[src/rtl/assert_macros.svh]
// Assertion macros, included by incremental_pid_controller.
`ifndef ASSERT_MACROS_SVH
`define ASSERT_MACROS_SVH

// Same-cycle implication, disabled during reset.
`define ASSERT_IMPLIES(label, clk, rst_n, ante, cons, msg) \
    label: assert property (@(posedge clk) disable iff (!rst_n) (ante) |-> (cons)) \
        else $error(msg);

// Next-cycle implication, disabled during reset.
`define ASSERT_NEXT(label, clk, rst_n, ante, cons, msg) \
    label: assert property (@(posedge clk) disable iff (!rst_n) (ante) |=> (cons)) \
        else $error(msg);

`endif

[src/rtl/ipid_pkg.sv]
// Package: widths, register indexes and FSM states of the incremental PID controller.
`timescale 1ns / 1ps
package ipid_pkg;

    localparam int DATA_WIDTH = 32;
    localparam int FRAC_BITS  = 16;
    localparam int COEF_W     = 32;
    localparam int TDATA_W    = ((DATA_WIDTH + 7) / 8) * 8;

    localparam int CFG_IDX_W = 8;
    localparam logic [CFG_IDX_W-1:0] CFG_KR          = CFG_IDX_W'(0);
    localparam logic [CFG_IDX_W-1:0] CFG_KI_RATIO    = CFG_IDX_W'(1);
    localparam logic [CFG_IDX_W-1:0] CFG_KD_RATIO    = CFG_IDX_W'(2);
    localparam logic [CFG_IDX_W-1:0] CFG_UPPER_LIMIT = CFG_IDX_W'(3);

    localparam logic signed [COEF_W-1:0] UPPER_RST = COEF_W'(27 * (2 ** FRAC_BITS));

    // Product terms saturate at +-2^TLIM_SH, held in TERM_W signed bits.
    localparam int TLIM_SH = 60;
    localparam int TERM_W  = TLIM_SH + 2;

    // e - 2*e1 + e2
    localparam int D2_W    = DATA_WIDTH + 2;
    localparam int TRM_RAW = D2_W + COEF_W - FRAC_BITS;
    localparam int TRM_W   = (TRM_RAW < TERM_W) ? TRM_RAW : TERM_W;
    localparam int SUM_W   = TRM_W + 2;
    localparam int MUL_A_W = SUM_W;
    localparam int U_W     = TERM_W + 1;
    localparam int CNT_W   = $clog2(COEF_W + 1);

    typedef enum logic [2:0] {
        S_IDLE,
        S_LOAD_I,
        S_MUL_I,
        S_MUL_D,
        S_START_P,
        S_MUL_P,
        S_CLAMP
    } ipid_state_t;

endpackage

[src/rtl/ipid_sermul.sv]
// Serial-parallel multiplier: signed operand times unsigned coefficient, one coefficient
// bit per cycle, floor shift by FRAC_BITS and saturation of the term.
`timescale 1ns / 1ps
module ipid_sermul
    import ipid_pkg::*;
(
    input  logic                      clk,
    input  logic                      rst_n,
    input  logic                      start,
    input  logic signed [MUL_A_W-1:0] a,
    input  logic [COEF_W-1:0]         k,
    output logic                      done,
    output logic signed [TERM_W-1:0]  result
);

    localparam int LOW_W = COEF_W - FRAC_BITS;
    localparam int P_W   = MUL_A_W + 1 + LOW_W;
    localparam int X_W   = (P_W > TERM_W) ? P_W : TERM_W;
    localparam logic signed [X_W-1:0] TLIM_POS = X_W'({1'b1, {TLIM_SH{1'b0}}});
    localparam logic signed [X_W-1:0] TLIM_NEG = -TLIM_POS;

    logic signed [MUL_A_W-1:0] a_reg;
    logic [COEF_W-1:0]         k_reg;
    logic signed [MUL_A_W:0]   acc_reg;
    logic [LOW_W-1:0]          low_reg;
    logic [CNT_W-1:0]          cnt_reg;
    logic                      done_reg;

    logic signed [MUL_A_W:0]   addend;
    logic signed [MUL_A_W:0]   step_sum;
    logic signed [P_W-1:0]     prod;
    logic signed [X_W-1:0]     prod_x;

    assign addend   = k_reg[0] ? (MUL_A_W + 1)'(a_reg) : '0;
    assign step_sum = acc_reg + addend;

    always_ff @(posedge clk or negedge rst_n)
    begin
        if (!rst_n)
        begin
            cnt_reg  <= '0;
            done_reg <= 1'b0;
        end
        else if (start)
        begin
            cnt_reg  <= CNT_W'(COEF_W);
            done_reg <= 1'b0;
        end
        else if (cnt_reg != '0)
        begin
            cnt_reg  <= cnt_reg - CNT_W'(1);
            done_reg <= (cnt_reg == CNT_W'(1));
        end
        else
        begin
            done_reg <= 1'b0;
        end
    end

    always_ff @(posedge clk)
    begin
        if (start)
        begin
            a_reg   <= a;
            k_reg   <= k;
            acc_reg <= '0;
            low_reg <= '0;
        end
        else if (cnt_reg != '0)
        begin
            k_reg   <= k_reg >> 1;
            acc_reg <= step_sum >>> 1;
            low_reg <= {step_sum[0], low_reg[LOW_W-1:1]};
        end
    end

    assign prod   = {acc_reg, low_reg};
    assign prod_x = X_W'(prod);

    always_comb
    begin
        if (prod_x > TLIM_POS)
        begin
            result = TLIM_POS[TERM_W-1:0];
        end
        else if (prod_x < TLIM_NEG)
        begin
            result = TLIM_NEG[TERM_W-1:0];
        end
        else
        begin
            result = prod_x[TERM_W-1:0];
        end
    end

    assign done = done_reg;

endmodule

[src/rtl/incremental_pid_controller.sv]
// Each item runs the serial multiplier, which takes one coefficient bit per cycle, three times
// (integral, derivative, gain); a new input is taken only after the previous item has finished.
// A new input is taken while the previous result still waits in the output register.
// Reset (rst_n, async, active low): gains zero, upper limit 27.0, history zero, no result.
`timescale 1ns / 1ps
`include "assert_macros.svh"
module incremental_pid_controller
    import ipid_pkg::*;
(
    input  logic                 clk,
    input  logic                 rst_n,
    input  logic                 s_axis_tvalid,
    output logic                 s_axis_tready,
    input  logic [TDATA_W-1:0]   s_axis_tdata,   // error_value
    output logic                 m_axis_tvalid,
    input  logic                 m_axis_tready,
    output logic [TDATA_W-1:0]   m_axis_tdata,   // drive_value
    output logic [0:0]           m_axis_tuser,   // limited
    input  logic                 cfg_valid,
    output logic                 cfg_ready,
    input  logic [CFG_IDX_W-1:0] cfg_index,
    input  logic [COEF_W-1:0]    cfg_data
);

    localparam logic signed [U_W-1:0] DMAX_U = U_W'({1'b0, {(DATA_WIDTH-1){1'b1}}});
    localparam logic signed [U_W-1:0] DMIN_U = -DMAX_U - U_W'(1);

    ipid_state_t state_reg;
    ipid_state_t state_next;

    logic [COEF_W-1:0]            kr_reg;
    logic [COEF_W-1:0]            ki_reg;
    logic [COEF_W-1:0]            kd_reg;
    logic signed [COEF_W-1:0]     upper_reg;

    logic signed [DATA_WIDTH-1:0] last_error_reg;
    logic signed [DATA_WIDTH-1:0] older_error_reg;
    logic signed [DATA_WIDTH-1:0] last_drive_reg;

    logic signed [DATA_WIDTH-1:0] e_reg;
    logic signed [SUM_W-1:0]      sum_reg;
    logic signed [U_W-1:0]        u_reg;
    logic [DATA_WIDTH-1:0]        m_data_reg;
    logic                         m_lim_reg;
    logic                         m_valid_reg;

    logic                         in_fire;
    logic                         cfg_fire;
    logic                         cfg_known;
    logic                         out_load;
    logic                         mul_start;
    logic                         mul_done;
    logic signed [MUL_A_W-1:0]    mul_a;
    logic [COEF_W-1:0]            mul_k;
    logic signed [TERM_W-1:0]     mul_res;
    logic signed [TRM_W-1:0]      term_s;
    logic signed [SUM_W-1:0]      d1;
    logic signed [MUL_A_W-1:0]    d2;
    logic signed [U_W-1:0]        up_ext;
    logic signed [U_W-1:0]        clamp_val;
    logic                         clamp_lim;

    ipid_sermul u_mul (
        .clk    (clk),
        .rst_n  (rst_n),
        .start  (mul_start),
        .a      (mul_a),
        .k      (mul_k),
        .done   (mul_done),
        .result (mul_res)
    );

    assign in_fire   = s_axis_tvalid && s_axis_tready;
    assign cfg_ready = 1'b1;
    assign cfg_fire  = cfg_valid && cfg_ready;
    assign cfg_known = (cfg_index == CFG_KR) || (cfg_index == CFG_KI_RATIO) ||
                       (cfg_index == CFG_KD_RATIO) || (cfg_index == CFG_UPPER_LIMIT);

    assign d1     = SUM_W'(e_reg) - SUM_W'(last_error_reg);
    assign d2     = MUL_A_W'(e_reg) - (MUL_A_W'(last_error_reg) <<< 1)
                    + MUL_A_W'(older_error_reg);
    assign term_s = mul_res[TRM_W-1:0];
    assign up_ext = U_W'(upper_reg);

    // sequencer
    always_comb
    begin
        state_next    = state_reg;
        s_axis_tready = 1'b0;
        mul_start     = 1'b0;
        mul_a         = '0;
        mul_k         = '0;
        out_load      = 1'b0;
        case (state_reg)
            S_IDLE:
            begin
                s_axis_tready = 1'b1;
                if (s_axis_tvalid)
                begin
                    state_next = S_LOAD_I;
                end
            end
            S_LOAD_I:
            begin
                mul_start  = 1'b1;
                mul_a      = MUL_A_W'(e_reg);
                mul_k      = ki_reg;
                state_next = S_MUL_I;
            end
            S_MUL_I:
            begin
                if (mul_done)
                begin
                    mul_start  = 1'b1;
                    mul_a      = d2;
                    mul_k      = kd_reg;
                    state_next = S_MUL_D;
                end
            end
            S_MUL_D:
            begin
                if (mul_done)
                begin
                    state_next = S_START_P;
                end
            end
            S_START_P:
            begin
                mul_start  = 1'b1;
                mul_a      = sum_reg;
                mul_k      = kr_reg;
                state_next = S_MUL_P;
            end
            S_MUL_P:
            begin
                if (mul_done)
                begin
                    state_next = S_CLAMP;
                end
            end
            S_CLAMP:
            begin
                if (!m_valid_reg || m_axis_tready)
                begin
                    out_load   = 1'b1;
                    state_next = S_IDLE;
                end
            end
            default:
            begin
                state_next = S_IDLE;
            end
        endcase
    end

    always_ff @(posedge clk or negedge rst_n)
    begin
        if (!rst_n)
        begin
            state_reg <= S_IDLE;
        end
        else
        begin
            state_reg <= state_next;
        end
    end

    // upper clamp, then the output word range
    always_comb
    begin
        clamp_val = u_reg;
        clamp_lim = 1'b0;
        if (clamp_val > up_ext)
        begin
            clamp_val = up_ext;
            clamp_lim = 1'b1;
        end
        if (clamp_val > DMAX_U)
        begin
            clamp_val = DMAX_U;
            clamp_lim = 1'b1;
        end
        if (clamp_val < DMIN_U)
        begin
            clamp_val = DMIN_U;
            clamp_lim = 1'b1;
        end
    end

    // config registers and controller history
    always_ff @(posedge clk or negedge rst_n)
    begin
        if (!rst_n)
        begin
            kr_reg          <= '0;
            ki_reg          <= '0;
            kd_reg          <= '0;
            upper_reg       <= UPPER_RST;
            last_error_reg  <= '0;
            older_error_reg <= '0;
            last_drive_reg  <= '0;
        end
        else if (cfg_fire)
        begin
            case (cfg_index)
                CFG_KR:          kr_reg    <= cfg_data;
                CFG_KI_RATIO:    ki_reg    <= cfg_data;
                CFG_KD_RATIO:    kd_reg    <= cfg_data;
                CFG_UPPER_LIMIT: upper_reg <= cfg_data;
                default:         ;
            endcase
            if (cfg_known)
            begin
                last_error_reg  <= '0;
                older_error_reg <= '0;
                last_drive_reg  <= '0;
            end
        end
        else if (out_load)
        begin
            last_drive_reg  <= clamp_val[DATA_WIDTH-1:0];
            older_error_reg <= last_error_reg;
            last_error_reg  <= e_reg;
        end
    end

    always_ff @(posedge clk or negedge rst_n)
    begin
        if (!rst_n)
        begin
            m_valid_reg <= 1'b0;
        end
        else if (out_load)
        begin
            m_valid_reg <= 1'b1;
        end
        else if (m_axis_tready)
        begin
            m_valid_reg <= 1'b0;
        end
    end

    always_ff @(posedge clk)
    begin
        if (in_fire)
        begin
            e_reg <= s_axis_tdata[DATA_WIDTH-1:0];
        end
        if (state_reg == S_LOAD_I)
        begin
            sum_reg <= d1;
        end
        else if (state_reg == S_MUL_D && mul_done)
        begin
            sum_reg <= sum_reg + SUM_W'(term_s);
        end
        else if (state_reg == S_MUL_I && mul_done)
        begin
            sum_reg <= sum_reg + SUM_W'(term_s);
        end
        if (state_reg == S_MUL_P && mul_done)
        begin
            u_reg <= U_W'(last_drive_reg) + U_W'(mul_res);
        end
        if (out_load)
        begin
            m_data_reg <= clamp_val[DATA_WIDTH-1:0];
            m_lim_reg  <= clamp_lim;
        end
    end

    assign m_axis_tvalid   = m_valid_reg;
    assign m_axis_tdata    = TDATA_W'(m_data_reg);
    assign m_axis_tuser[0] = m_lim_reg;

    `ASSERT_IMPLIES(a_mul_done_state, clk, rst_n, mul_done, (state_reg == S_MUL_I || state_reg == S_MUL_D || state_reg == S_MUL_P), "multiplier finished outside a multiply state")
    `ASSERT_NEXT(a_accept_starts, clk, rst_n, in_fire, (state_reg == S_LOAD_I), "accepted transaction did not start the sequence")
    `ASSERT_NEXT(a_history_matches, clk, rst_n, out_load, (m_axis_tvalid && (last_drive_reg == $signed(m_data_reg)) && (last_error_reg == e_reg)), "history does not follow the delivered result")

endmodule
[config.mk]
export PLATFORM = sky130hd
export DESIGN_NAME = incremental_pid_controller
export DESIGN_NICKNAME = d
export VERILOG_FILES = /design/src/rtl/ipid_pkg.sv /design/src/rtl/ipid_sermul.sv /design/src/rtl/incremental_pid_controller.sv
export VERILOG_INCLUDE_DIRS = /design/src /design/src/rtl
export SDC_FILE = /design/constraint.sdc
export NUM_CORES = 1
export LEC_CHECK = 0
export ABC_AREA = 1
export BUFFER_PORTS_ARGS = -buffer_cell sky130_fd_sc_hd__buf_2
export CAP_MARGIN = 0
export CORE_AREA = 2 2 249 251
export DETAILED_ROUTE_END_ITERATION = 8
export DIE_AREA = 0 0 251 253
export MAX_ROUTING_LAYER = met4
export PLACE_DENSITY = 0.78
export SYNTH_ARGS = -nofsm -noshare
export SYNTH_HDL_FRONTEND = slang
export SYNTH_SLANG_ARGS = --single-unit
export TNS_END_PERCENT = 10
[constraint.sdc]
create_clock -name clk -period 4.7 [get_ports clk]
set_input_delay 0.47 -clock clk [delete_from_list [all_inputs] [get_ports clk]]
set_output_delay 0.47 -clock clk [all_outputs]
set_load 0.005 [all_outputs]
After elaboration in Yosys (flattened, before gate mapping)
Index checks and enable logic that the tools add are counted.
{"block": "op_classes", "add_sub_neg": 7, "magnitude_cmp": 5, "n_eq_ne": 16, "mux": 40, "reduce_logical": 24}
{"cell": "2-to-1 mux 32 bit", "n": 11}
{"cell": "2-to-1 mux 52 bit", "n": 4}
{"cell": "one-hot mux 52 bit (3 select lines)", "n": 1}
{"cell": "2-to-1 mux 63 bit", "n": 2}
{"cell": "2-to-1 mux 62 bit", "n": 2}
{"cell": "one-hot mux 32 bit (3 select lines)", "n": 1}
{"cell": "> comparator 68 x 62 -> 1 bit, second input constant", "n": 1}
{"cell": "less-than comparator 68 x 61 -> 1 bit, second input constant", "n": 1}
{"cell": "adder 32 x 62 -> 63 bit", "n": 1}
{"cell": "> comparator 63 x 32 -> 1 bit", "n": 1}
{"cell": "> comparator 63 x 32 -> 1 bit, second input constant", "n": 1}
{"cell": "less-than comparator 63 x 32 -> 1 bit, second input constant", "n": 1}
{"cell": "adder 52 x 53 -> 53 bit", "n": 1}
{"cell": "2-to-1 mux 53 bit", "n": 1}
{"cell": "adder 52 x 50 -> 52 bit", "n": 1}
{"cell": "adder 34 x 32 -> 35 bit", "n": 1}
{"cell": "subtractor 32 x 33 -> 34 bit", "n": 1}
{"cell": "subtractor 32 x 32 -> 33 bit", "n": 1}
{"cell": "one-hot mux 3 bit (7 select lines)", "n": 1}
{"cell": "== test 8 x 2 -> 1 bit, second input constant", "n": 2}
{"cell": "2-to-1 mux 3 bit", "n": 5}
{"cell": "2-to-1 mux 6 bit", "n": 2}
{"cell": "AND reduction 2 bit", "n": 5}
{"cell": "== test 3 bit, second input constant", "n": 3}
{"cell": "other kinds (19)", "n": 41}
{"block": "totals", "register_bits": 567, "in_bits": 77, "out_inout_bits": 36, "word_cells": 112}

Longest topological paths before layout
{"block": "logic_depth", "ltp_word": 8, "mapped_depth": 29, "ltp_nobuf": 27}

Cells and area by module
From an unflattened synthesis, not the netlist that was laid out.
{"block": "unflattened", "cells_unflattened": 5520, "hier_area_um2": 40386.2}
{"mod": "incremental_pid_controller", "n_inst": 1, "cells_each": 3747, "area_each_um2": 29007.8, "seq_area_each_um2": 11115.7}
{"mod": "ipid_sermul", "n_inst": 1, "cells_each": 1773, "area_each_um2": 11378.4, "seq_area_each_um2": 4058.9}

Worst setup path before layout
OpenSTA, ideal clock, no wires.
{"block": "synth_path", "path_kind": "reg-to-reg", "from": "reg u_mul.low_reg[11]", "to": "reg sum_reg[50] (data pin)", "setup_time_ns": 0.256, "t_arrival_ns": 3.974, "required_time_ns": 4.444, "slack_ns": 0.471, "stages_incl_launch_ff": 28, "n_path_buf": 2, "synth_period_minus_slack_ns": 4.229, "path_cell_list": "dfxtp_1 -> nor4_1 -> nand2_1 -> nor4_1 -> nand2_1 -> nand2_1 -> nand2_1 -> nand2_1 -> inv_2 -> clkbuf_1 -> buf_1 -> nor2_1 -> ha_1 -> inv_1 -> fa_1 -> nand3b_1 -> nand2_1 -> a21oi_1 -> o21bai_1 -> a21oi_1 -> o21ai_0 -> a21oi_1 -> o21ai_0 -> nand4_1 -> nand3_1 -> nand2_1 -> nand3_1 -> nand2_1"}
{"block": "synth_between", "elab_chain_len": 7, "word_cells_on_any_way": 8, "cone_classes": "add/sub: 1; order compare: 2; mux: 5"}
{"element": "start, declared", "line_no": "ipid_sermul.sv:25", "source": "logic [LOW_W-1:0] low_reg;"}
{"element": "start signal, assigned", "line_no": "ipid_sermul.sv:73", "source": "low_reg <= {step_sum[0], low_reg[LOW_W-1:1]};"}
{"element": "less-than comparator 68 x 61 -> 1 bit", "line_no": "ipid_sermul.sv:86", "source": "else if (prod_x < TLIM_NEG)"}
{"element": "2-to-1 mux 62 bit", "line_no": "ipid_sermul.sv:86"}
{"element": "2-to-1 mux 62 bit (*)", "line_no": "ipid_sermul.sv:82", "source": "if (prod_x > TLIM_POS)"}
{"element": "adder 52 x 50 -> 52 bit (*)", "line_no": "incremental_pid_controller.sv:255, incremental_pid_controller.sv:259"}
{"element": "2-to-1 mux 52 bit", "line_no": "incremental_pid_controller.sv:257", "source": "else if (state_reg == S_MUL_I && mul_done)"}
{"element": "2-to-1 mux 52 bit (*)", "line_no": "incremental_pid_controller.sv:253", "source": "else if (state_reg == S_MUL_D && mul_done)"}
{"element": "2-to-1 mux 52 bit (*)", "line_no": "incremental_pid_controller.sv:249", "source": "if (state_reg == S_LOAD_I)"}
{"element": "end signal, assigned", "line_no": "incremental_pid_controller.sv:255", "source": "sum_reg <= sum_reg + SUM_W'(term_s);"}
{"element": "end signal, assigned", "line_no": "incremental_pid_controller.sv:259", "source": "sum_reg <= sum_reg + SUM_W'(term_s);"}
{"element": "end, declared", "line_no": "incremental_pid_controller.sv:41", "source": "logic signed [SUM_W-1:0] sum_reg;"}
Mark *: on every way between the ends. The rest lies on a longest branch, timed or not. The select of a mux whose other input is x is not followed.
A chain may end at the register's enable or synchronous reset.

Final worst setup path
{"block": "layout_path", "from": "reg u_mul.acc_reg[35]", "to": "reg u_reg[62] (data pin)"}
{"block": "layout_between", "elab_chain_len": 4, "word_cells_on_any_way": 5, "cone_classes": "add/sub: 1; order compare: 2; mux: 2"}
{"element": "start, declared", "line_no": "ipid_sermul.sv:24", "source": "logic signed [MUL_A_W:0] acc_reg;"}
{"element": "start signal, assigned", "line_no": "ipid_sermul.sv:72", "source": "acc_reg <= step_sum >>> 1;"}
{"element": "less-than comparator 68 x 61 -> 1 bit", "line_no": "ipid_sermul.sv:86"}
{"element": "2-to-1 mux 62 bit", "line_no": "ipid_sermul.sv:86"}
{"element": "2-to-1 mux 62 bit (*)", "line_no": "ipid_sermul.sv:82"}
{"element": "adder 32 x 62 -> 63 bit (*)", "line_no": "incremental_pid_controller.sv:263", "source": "u_reg <= U_W'(last_drive_reg) + U_W'(mul_res);"}
{"element": "end signal, assigned", "line_no": "incremental_pid_controller.sv:263"}
{"element": "end, declared", "line_no": "incremental_pid_controller.sv:42", "source": "logic signed [U_W-1:0] u_reg;"}
Mark *: on every way between the ends. The rest lies on a longest branch, timed or not.

==> impl_metrics.env <==
export IMPL_synth_area_per_cell_um2=7.75
export IMPL_cts_root_buf="clkbuf_16"
export IMPL_outcome="complete, no violations"
export IMPL_whs_ns=0.0230
export IMPL_cts_tree="yes"
export IMPL_crit_top_cell="buf_4"
export IMPL_start_util=0.631
export IMPL_synth_edf_count=264
export IMPL_ant_nets=0
export IMPL_die_w_um=251
export IMPL_finalNonFillerCells=6345
export IMPL_sw_frac_of_total=0.457
export IMPL_grt_use_total=0.397
export IMPL_slowest_stage="dfxtp_1"
export IMPL_hold_depth=1
export IMPL_hold_viol_final=0
export IMPL_hold_class="input pin to register"
export IMPL_p_int_w=0.0164
export IMPL_p_switching_w=0.0138
export IMPL_place_inst=6202
export IMPL_cp_start_kind="register"
export IMPL_async_flop_share=0.414
export IMPL_cp_arrival_ns=4.82
export IMPL_grt_pass1_wl_um=192000
export IMPL_post_dp_hpwl_um=94100
export IMPL_antenna_cells=0
export IMPL_highest_layer="met4"
export IMPL_drive_gt1_frac=0.145
export IMPL_core_area_um2=61000
export IMPL_period_needed_ns=4.43
export IMPL_seqPwrFrac=0.270
export IMPL_cts_buffers=60
export IMPL_critical_path_max_fanout=8
export IMPL_tightest_slew_ns=1.17
export IMPL_max_freq_ghz=0.226
export IMPL_ys_seq_area_frac=0.394
export IMPL_die_area_um2=63500
export IMPL_crit_type="register to register"
export IMPL_routed_wl_um=123000
export IMPL_io_buffers=111
export IMPL_final_fill_count=4712
export IMPL_drt_iter0_markers=3595
export IMPL_clock_sinks=567
export IMPL_met3_length_um=9730
export IMPL_ys_warn_count=0
export IMPL_post_dp_cell_area_um2=43200
export IMPL_fin_area_um2=45700
export IMPL_drc_errors=0
export IMPL_syn_area_um2=38500
export IMPL_largest_register_ffs=63
export IMPL_slew_headroom=0.216
export IMPL_grt_max_degree=97
export IMPL_clockBufferDepth=3
export IMPL_p_leak_nw=22.9
export IMPL_combPwrFrac=0.566
export IMPL_antenna_found_initial=0
export IMPL_routed_via_density=5.80
export IMPL_first_global_vias=35600
export IMPL_drv_slew=0
export IMPL_ff2ff_path_depth=27
export IMPL_rows=91
export IMPL_wl_met1_um=49700
export IMPL_clockPowerShare=0.163
export IMPL_gp_congestion=1.03
export IMPL_maxCapViolCount=0
export IMPL_skew_ns=0.0556
export IMPL_p_per_area_nw_per_um2=662
export IMPL_io_pins=113
export IMPL_htreeDepth=2
export IMPL_vdd_ir_drop_worst_mv=0.637
export IMPL_netlist_instances=4967
export IMPL_wl_met2_um=58200
export IMPL_synthFlopType="edfxtp_1"
export IMPL_slowest_delay_ns=0.34
export IMPL_grt_overflow=0
export IMPL_min_period_over_period=0.942
export IMPL_setup_viol=0
export IMPL_wl_per_cell_um=19.4
export IMPL_synth_seq_cells=567
export IMPL_dieHeight_um=253
export IMPL_vias=36800
export IMPL_area_growth_pct=18.6
export IMPL_finalNetCount=5912
export IMPL_clkTransAtPathRegs_ns=0.07
export IMPL_syn_num_nets=5376
export IMPL_crit_required_ns=5.09
export IMPL_first_pass_iters=6
export IMPL_end_kind="register"
export IMPL_yosysUniqueCellTypes=67
export IMPL_clk_latency_ns=0.67
==> cells in the final DEF (no fill, tap or decap), types with 11 or more instances in the layout <==
cell type,instances
nand4_1,66
o21a_1,22
inv_1,769
buf_2,110
clkinv_2,14
a21oi_1,428
o21bai_1,18
nor4_1,19
edfxtp_1,264
nand2_2,40
xor2_1,81
ha_1,296
dfxtp_1,68
fa_1,36
nor3_1,84
clkbuf_16,63
o21ai_1,17
a31oi_1,37
or2_2,11
buf_4,471
a21o_1,28
o21ai_0,441
nand3_1,125
nor2_1,313
o221ai_1,23
o211ai_1,27
dfrtp_1,231
dlygate4sd3_1,27
xnor2_1,59
nand2_1,1130
o22ai_1,67
==> cells in the mapped netlist, types with 4 or more instances <==
cell type / count / area share
ha_1: 296 / 0.096
o21ai_1: 14 / 0.0018
nand2_2: 34 / 0.0055
and2_1: 4 / 0.00065
o211ai_1: 27 / 0.0053
xnor2_1: 59 / 0.013
a21boi_1: 5 / 0.00097
buf_1: 5 / 0.00049
o22ai_1: 67 / 0.011
or2_2: 11 / 0.0018
a31oi_1: 38 / 0.0062
a221o_1: 4 / 0.0010
a21boi_0: 10 / 0.0019
buf_2: 4 / 0.00052
o21a_1: 22 / 0.0043
nand3b_1: 6 / 0.0012
dfrtp_1: 231 / 0.15
o21ai_0: 448 / 0.058
a221oi_1: 10 / 0.0023
dfstp_2: 4 / 0.0027
nand3_1: 125 / 0.016
fa_1: 36 / 0.019
nor2_1: 318 / 0.031
o21bai_1: 19 / 0.0037
inv_1: 772 / 0.075
o31ai_1: 6 / 0.0012
nand2_1: 1136 / 0.11
nand4_1: 66 / 0.011
nor4_1: 29 / 0.0047
nor2_2: 4 / 0.00065
a21o_1: 28 / 0.0055
a21oi_1: 432 / 0.056
clkbuf_1: 121 / 0.012
edfxtp_1: 264 / 0.21
xor2_1: 81 / 0.018
dfxtp_1: 68 / 0.035
buf_4: 5 / 0.00097
nor3_1: 94 / 0.012
o221ai_1: 23 / 0.0052
==> power by group through the flow <==
stage,registers (W),clock network [W],logic [W]
detailed placement,0.00816,0,0.0165
floorplan,0.00775,0,0.0106
CTS,0.00809,0.00496,0.0167
global placement,0.00813,0,0.0162
finish,0.00818,0.00494,0.0171
global route,0.00828,0.00514,0.0189
==> cell type report <==
| class | count | area, µm² | share of cell area |
|---|---|---|---|
| Clock inverter | 31 | 320 | 0.00701 |
| Inverter | 775 | 2910 | 0.0637 |
| Multi-Input combinational cell | 3486 | 20100 | 0.440 |
| Tap cell | 790 | 988 | 0.0216 |
| Clock buffer | 83 | 1750 | 0.0383 |
| Sequential cell | 567 | 15200 | 0.332 |
| Timing Repair Buffer | 613 | 4450 | 0.0975 |
==> through the flow <==
stage | TNS [ns] | power (W) | setup slack, ns | util
2_1_floorplan | 0 | 0.0184 | 0.471 | -
3_3_place_gp | -0.178 | 0.0243 | -0.0878 | 0.707
3_5_place_dp | -2.07 | 0.0246 | -0.252 | 0.707
4_1_cts | 0 | 0.0297 | 0.0323 | 0.746
5_1_grt | -0.249 | 0.0323 | -0.0601 | 0.749
6_report | 0 | 0.0302 | 0.271 | 0.749
==> cells by family (layout without fill, tap and decap cells) <==
group,count (synthesis),count (layout),synth area share
other,1,1,0.0000974
adders and majority gates,332,332,0.115
buffers and inverters,914,1502,0.0913
xor gates and xnor gates,140,140,0.0318
DFF,567,567,0.394
AOI/OAI and AO/OA,1172,1172,0.169
muxes,1,1,0.000260
and+or+nand+nor,1840,1840,0.199
==> path summary, 6_finish.rpt <==
path | slack, ns | start | endpoint
hold reg to reg | 0.48 | u_mul.low_reg[8]$_SDFFE_PP0P_ | u_mul.low_reg[8]$_SDFFE_PP0P_
min in group asynchronous | 0.47 | rst_n | last_error_reg[11]$_DFFE_PN0P_
setup / recovery | 0.27 | u_mul.acc_reg[35]$_SDFFE_PP0P_ | u_reg[62]$_DFFE_PP_
hold / removal | 0.02 | s_axis_tdata[28] | e_reg[28]$_DFFE_PP_
max in group asynchronous | 3.15 | rst_n | last_drive_reg[31]$_DFFE_PN0P_
setup reg to reg | 0.27 | u_mul.acc_reg[35]$_SDFFE_PP0P_ | u_reg[62]$_DFFE_PP_
==> routing by layer <==
metal	vias to the layer above	global-route usage
met4	0	0.155
met2	1647	0.658
met3	277	0.0446
li1	17700	-
met5	-	-
met1	17200	0.503
==> worst max-delay path, delay by kind of cell, from the launching register on <==
family,cells,cell delay (ns)
flip-flops,1,0.34
adder cells (fa/ha/maj),1,0.24
AO/OA/AOI/OAI,7,1.27
AND/OR/NAND/NOR,9,1.04
buffers and inverters,9,1.12
XOR/XNOR,1,0.15
==> repair_timing <==
item                                    4_1_cts  5_1_grt
hold endpoints to repair                    116        0
pin swaps                                     0        2
gates resized for setup                       4       34
buffers inserted                              0        2
hold buffers                                 27        0
endpoints found under the setup margin       40       53
No activity file was read; power rests on OpenSTA's default activity.
